### config.mk
export PLATFORM = sky130hd
export DESIGN_NAME = chist_ctrl
export DESIGN_NICKNAME = d
export VERILOG_FILES = /design/src/hdl/chist_pkg.sv /design/src/hdl/chist_ctrl.sv
export SDC_FILE = /design/constraint.sdc
export NUM_CORES = 1
export LEC_CHECK = 0
export ABC_AREA = 1
export BUFFER_PORTS_ARGS = -buffer_cell sky130_fd_sc_hd__buf_2
export CAP_MARGIN = 0
export CORE_AREA = 4 4 41 43
export CTS_BUF_LIST = sky130_fd_sc_hd__clkbuf_8
export DETAILED_ROUTE_END_ITERATION = 12
export DIE_AREA = 0 0 45 47
export GPL_ROUTABILITY_DRIVEN = 0
export GPL_TIMING_DRIVEN = 0
export SKIP_LAST_GASP = 1
export SLEW_MARGIN = 25
export SYNTH_ARGS = -nofsm -noshare
export SYNTH_HDL_FRONTEND = slang
export SYNTH_SLANG_ARGS = --single-unit
### constraint.sdc
create_clock -name clk -period 1 [get_ports clk]
set_input_delay 0.1 -clock clk [delete_from_list [all_inputs] [get_ports clk]]
set_output_delay 0.1 -clock clk [all_outputs]
set_load 0.1 [all_outputs]
### src/hdl/chist_pkg.sv
// Shared types, constants and helper functions of the color histogram accumulator.
// Used by the controller, the datapath and the top level; depends on nothing else.
package chist_pkg;

  // Operation codes carried in the lowest bit of the input tuser.
  localparam logic OP_ACCUM = 1'b0;
  localparam logic OP_READ  = 1'b1;

  // Fixed widths of the channel sums and of the count fields on the result beat.
  localparam int SUM_W   = 32;
  localparam int OUT_W   = 24;
  localparam int CHAN_W  = 8;

  // A pixel is opaque when its alpha byte reaches this value.
  localparam logic [CHAN_W-1:0] ALPHA_MIN = 8'hC0;

  // Commands from the controller to the datapath.
  typedef struct packed {
    logic clear;   // write zero to the current clearing address
    logic take;    // capture the input beat and start the bin read
    logic commit;  // write back the updated bin and the running totals
    logic load;    // load the result register from the bin read
  } cmd_t;

  // Status from the datapath to the controller.
  typedef struct packed {
    logic is_read;     // held item is a read operation
    logic out_free;    // result register can take a new beat this cycle
    logic clear_last;  // clearing pass is at its last address
  } status_t;

  // Add an 8-bit channel value to a 32-bit sum, stopping at all ones.
  function automatic logic [SUM_W-1:0] sat_sum(input logic [SUM_W-1:0] acc,
                                               input logic [CHAN_W-1:0] inc);
    logic [SUM_W:0] s;
    s = {1'b0, acc} + {{(SUM_W + 1 - CHAN_W){1'b0}}, inc};
    return s[SUM_W] ? {SUM_W{1'b1}} : s[SUM_W-1:0];
  endfunction

endpackage

### src/hdl/chist_ctrl.sv
// Controller state machine of the color histogram accumulator.
// Sequences the clearing pass and the read/modify/write of each item; uses chist_pkg.
module chist_ctrl (
  input  logic               clk,
  input  logic               rst,
  input  logic               s_tvalid,
  output logic               s_tready,
  input  chist_pkg::status_t st,
  output chist_pkg::cmd_t    cmd
);
  import chist_pkg::*;

  localparam logic [1:0] S_CLEAR = 2'd0;
  localparam logic [1:0] S_IDLE  = 2'd1;
  localparam logic [1:0] S_LOOK  = 2'd2;

  logic [1:0] state;
  logic [1:0] state_next;

  // Next state and command decode.
  always_comb begin
    state_next = state;
    cmd        = '0;
    s_tready   = 1'b0;
    case (state)
      S_CLEAR: begin
        cmd.clear = 1'b1;
        if (st.clear_last) begin
          state_next = S_IDLE;
        end
      end
      S_IDLE: begin
        s_tready = 1'b1;
        if (s_tvalid) begin
          cmd.take   = 1'b1;
          state_next = S_LOOK;
        end
      end
      S_LOOK: begin
        if (!st.is_read) begin
          cmd.commit = 1'b1;
          state_next = S_IDLE;
        end else if (st.out_free) begin
          cmd.load   = 1'b1;
          state_next = S_IDLE;
        end
      end
      default: begin
        state_next = S_CLEAR;
      end
    endcase
  end

  // State register; reset starts the clearing pass.
  always_ff @(posedge clk) begin
    if (rst) begin
      state <= S_CLEAR;
    end else begin
      state <= state_next;
    end
  end

`ifndef SYNTHESIS
  // No beat is taken while the bin memory is being cleared.
  a_no_accept_in_clear: assert property (@(posedge clk) disable iff (rst)
    !(cmd.clear && s_tready))
    else $error("input accepted during clearing pass");

  // An accepted beat is always followed by the bin lookup state.
  a_take_then_look: assert property (@(posedge clk) disable iff (rst)
    (s_tvalid && s_tready) |=> (state == S_LOOK))
    else $error("accepted beat did not move to lookup");

  // A read waits in place while the result register is still full.
  a_read_waits: assert property (@(posedge clk) disable iff (rst)
    (state == S_LOOK && st.is_read && !st.out_free) |=> (state == S_LOOK))
    else $error("read result dropped while output stalled");

  // The result register is only loaded when it is free.
  a_load_when_free: assert property (@(posedge clk) disable iff (rst)
    cmd.load |-> (st.out_free && st.is_read))
    else $error("result loaded into a full output register");
`endif

endmodule

==> results.py <==
metrics = {
    "placement": {
        "io_buffers": 10,
        "dpl_cell_area_sq_um": 244,
        "place_worst_setup_slack_ps": -188,
        "dp_hpwl_um": 313,
    },
    "cells_and_area": {
        "fillCellCount": 154,
        "finalNetCount": 47,
        "drive_above_1_share_pct": 74.4,
        "diodes": 0,
        "multi_input_area_sq_um": 111,
        "largest_register_ffs": 2,
        "syn_to_final_growth_pct": 184,
        "largest_registers": "state (2)",
        "largest_register": "state",
        "seq_area_sq_um": 47.5,
        "final_area_sq_um": 390,
    },
    "logic_synthesis": {
        "synth-main-ff-cell": "dfxtp_1",
        "synth_top_area_share_pct": 29.1,
        "synth_common_cells": "inv_1, nand2_1, nor2_1",
        "synth_edf_count": 0,
        "avgSynthCellArea_sq_um": 5.73,
        "ys_ff_latch": 2,
        "yosysMostFrequentCell": "inv_1",
        "ys_types": 10,
        "async_reset_ff_share_pct": 0,
        "ys_seq_area_share_pct": 29.1,
        "synthTopCellsByArea": "dfxtp_1, inv_1, nand2_1",
        "syn_inst": 24,
        "synth_warnings": 0,
        "synth_fp_nets": 30,
        "synth_area_sq_um": 138,
        "yosys.area.top_type": "dfxtp_1",
    },
    "route": {
        "dr.pass1.iters": 2,
        "vias": 190,
        "wl_per_cell_um": 7.43,
        "totalWireLength_um": 401,
        "drc": 0,
        "viasPerCell": 3.52,
        "drt_iter0_markers": 1,
        "final_antenna_net_count": 0,
    },
    "timing": {
        "worst_pin_slew_ps": 182,
        "fin_ws_ps": -145,
        "whs_ps": 57.5,
        "finalHoldViolCount": 0,
        "drv_slew": 0,
        "fin_crit_ps": 1150,
        "fmax_mhz": 873,
        "slew_headroom_pct": 87.7,
        "setup_viol": 4,
        "setup-tns-final_ps": -431,
        "rsz0062_at_grt": "yes",
        "fin_crit_sh_pct": 115,
        "fin_skew_ps": 1.01,
    },
    "floorplan": {
        "io_pins": 11,
        "start_util_pct": 10.6,
        "num_rows": 13,
        "fp.dieW_um": 45,
        "die-area_sq_mm": 0.00212,
        "coreArea_sq_mm": 0.00130,
        "die_h_um": 47,
    },
    "outcome": {
        "status": "complete, but fails checks",
        "violations": "setup timing",
    },
    "clocking": {
        "cts.sinks": 2,
        "cts-root-buf": "clkbuf_8",
        "cts_inserted_buffers": 3,
        "clk_pin_slew_ps": 30,
        "cts_tree": "yes",
        "cts.hold.buffers_added": 0,
        "clk_latency_ps": 210,
        "h-tree-depth": 1,
        "cts.path.max_buffers": 2,
    },
    "hold_path": {
        "hold_depth": 2,
        "hold_path_class": "in2reg",
        "holdPathEnd": "state[1]",
        "min_from": "rst",
    },
    "critical_path": {
        "r2r-start": "state[1]",
        "crit_type": "reg2out",
        "critical-path-slowest-cell": "dfxtp_4",
        "r2r-end": "state[0]",
        "critPathLaunchType": "flip-flop",
        "cp-end-kind": "primary output",
        "required_ps": 900,
        "regToRegSetupSlack_ps": 130,
        "timing.critical_path.mode_cell": "nor2_4",
        "cp_data_arrival_time_ps": 1050,
        "path_cells": "inv_4 > nor2_4 > inv_2 > nor2_4 > buf_12",
        "worstPathMaxFanout": 3,
        "cpPeakStageDelay_ps": 360,
        "reg2regPathDepth": 6,
    },
    "run": {
        "max-cap-violations": 0,
    },
    "global_routing": {
        "grt_max_degree": 6,
        "grt_overflow": 0,
        "first_global_vias": 169,
        "antenna_found_initial": 0,
        "grt_pass1_wl_um": 621,
        "track_usage_pct": 4.34,
    },
    "pwr": {
        "power_density_mw_per_mm2": 1600,
        "finalPower_mw": 0.624,
        "ir_worst_vdd_v": 0.000326,
        "p_leak_nw": 0.166,
    },
}
==> kinds of logic after synthesis <==
group	after synthesis	share of synthesized area, %
and+or+nand+nor	13	41.8
buffers and inverters	7	19.1
AOI/OAI and AO/OA	2	10.0
DFF	2	29.1
==> worst max-delay path by stage <==
stage	slack (ps)	startpoint	endpoint
after floorplan	-150	state[1]	state[0]
after global placement	-180	state[1]	cmd[0]
final	-150	state[1]	cmd[1]
after CTS	-170	state[1]	cmd[1]
after global routing	-200	state[1]	cmd[0]
after detailed placement	-190	state[1]	cmd[0]
==> metal layers <==
metal / track usage, % / part of all wire (%)
met1: 4.07 / 32
met2: 7.06 / 62
met3: 1.15 / 5.5
met4: 5.26 / 0
met5: 0 / 0
==> worst max-delay path, delay by kind of cell, from the launching register on <==
kind / cells / cell delay, ps
flops: 1 / 360
simple gates: 2 / 180
buf+inv: 3 / 290
==> cells in the final DEF (no fill, tap or decap), types with 2 or more instances in the layout <==
| master | count |
|---|---|
| clkinvlp_4 | 2 |
| dfxtp_4 | 2 |
| buf_12 | 4 |
| nand2_1 | 5 |
| nor2_4 | 4 |
| inv_1 | 3 |
| buf_4 | 2 |
| buf_2 | 5 |
| clkbuf_8 | 3 |
==> final cells by class <==
class / instances / share of cell area, %
multi-input combinational: 15 / 28.5
clock buffer: 3 / 10.6
tap: 15 / 4.81
inverter: 7 / 9.29
timing repair buffer: 12 / 34.6
sequential: 2 / 12.2
==> timing repair <==
action                                  CTS  global route
gates resized for setup                  19             5
endpoints found under the setup margin    5             5
buffers inserted                          1             1
pin swaps                                 1             0
==> through the flow <==
step / std cells / util, %
2_1_floorplan: 24 / -
5_1_grt: 54 / 30.0
3_3_place_gp: 49 / 18.8
3_5_place_dp: 49 / 18.8
4_1_cts: 53 / 27.8
6_report: 54 / 30.0
==> power by group <==
group	total, mW	switching [mW]	internal [mW]
sequential	0.0988	0.0133	0.0855
combinational	0.216	0.141	0.0754
clock	0.308	0.0547	0.254
total	0.624	0.209	0.415
Note: power is estimated with default switching activity, not from simulation.
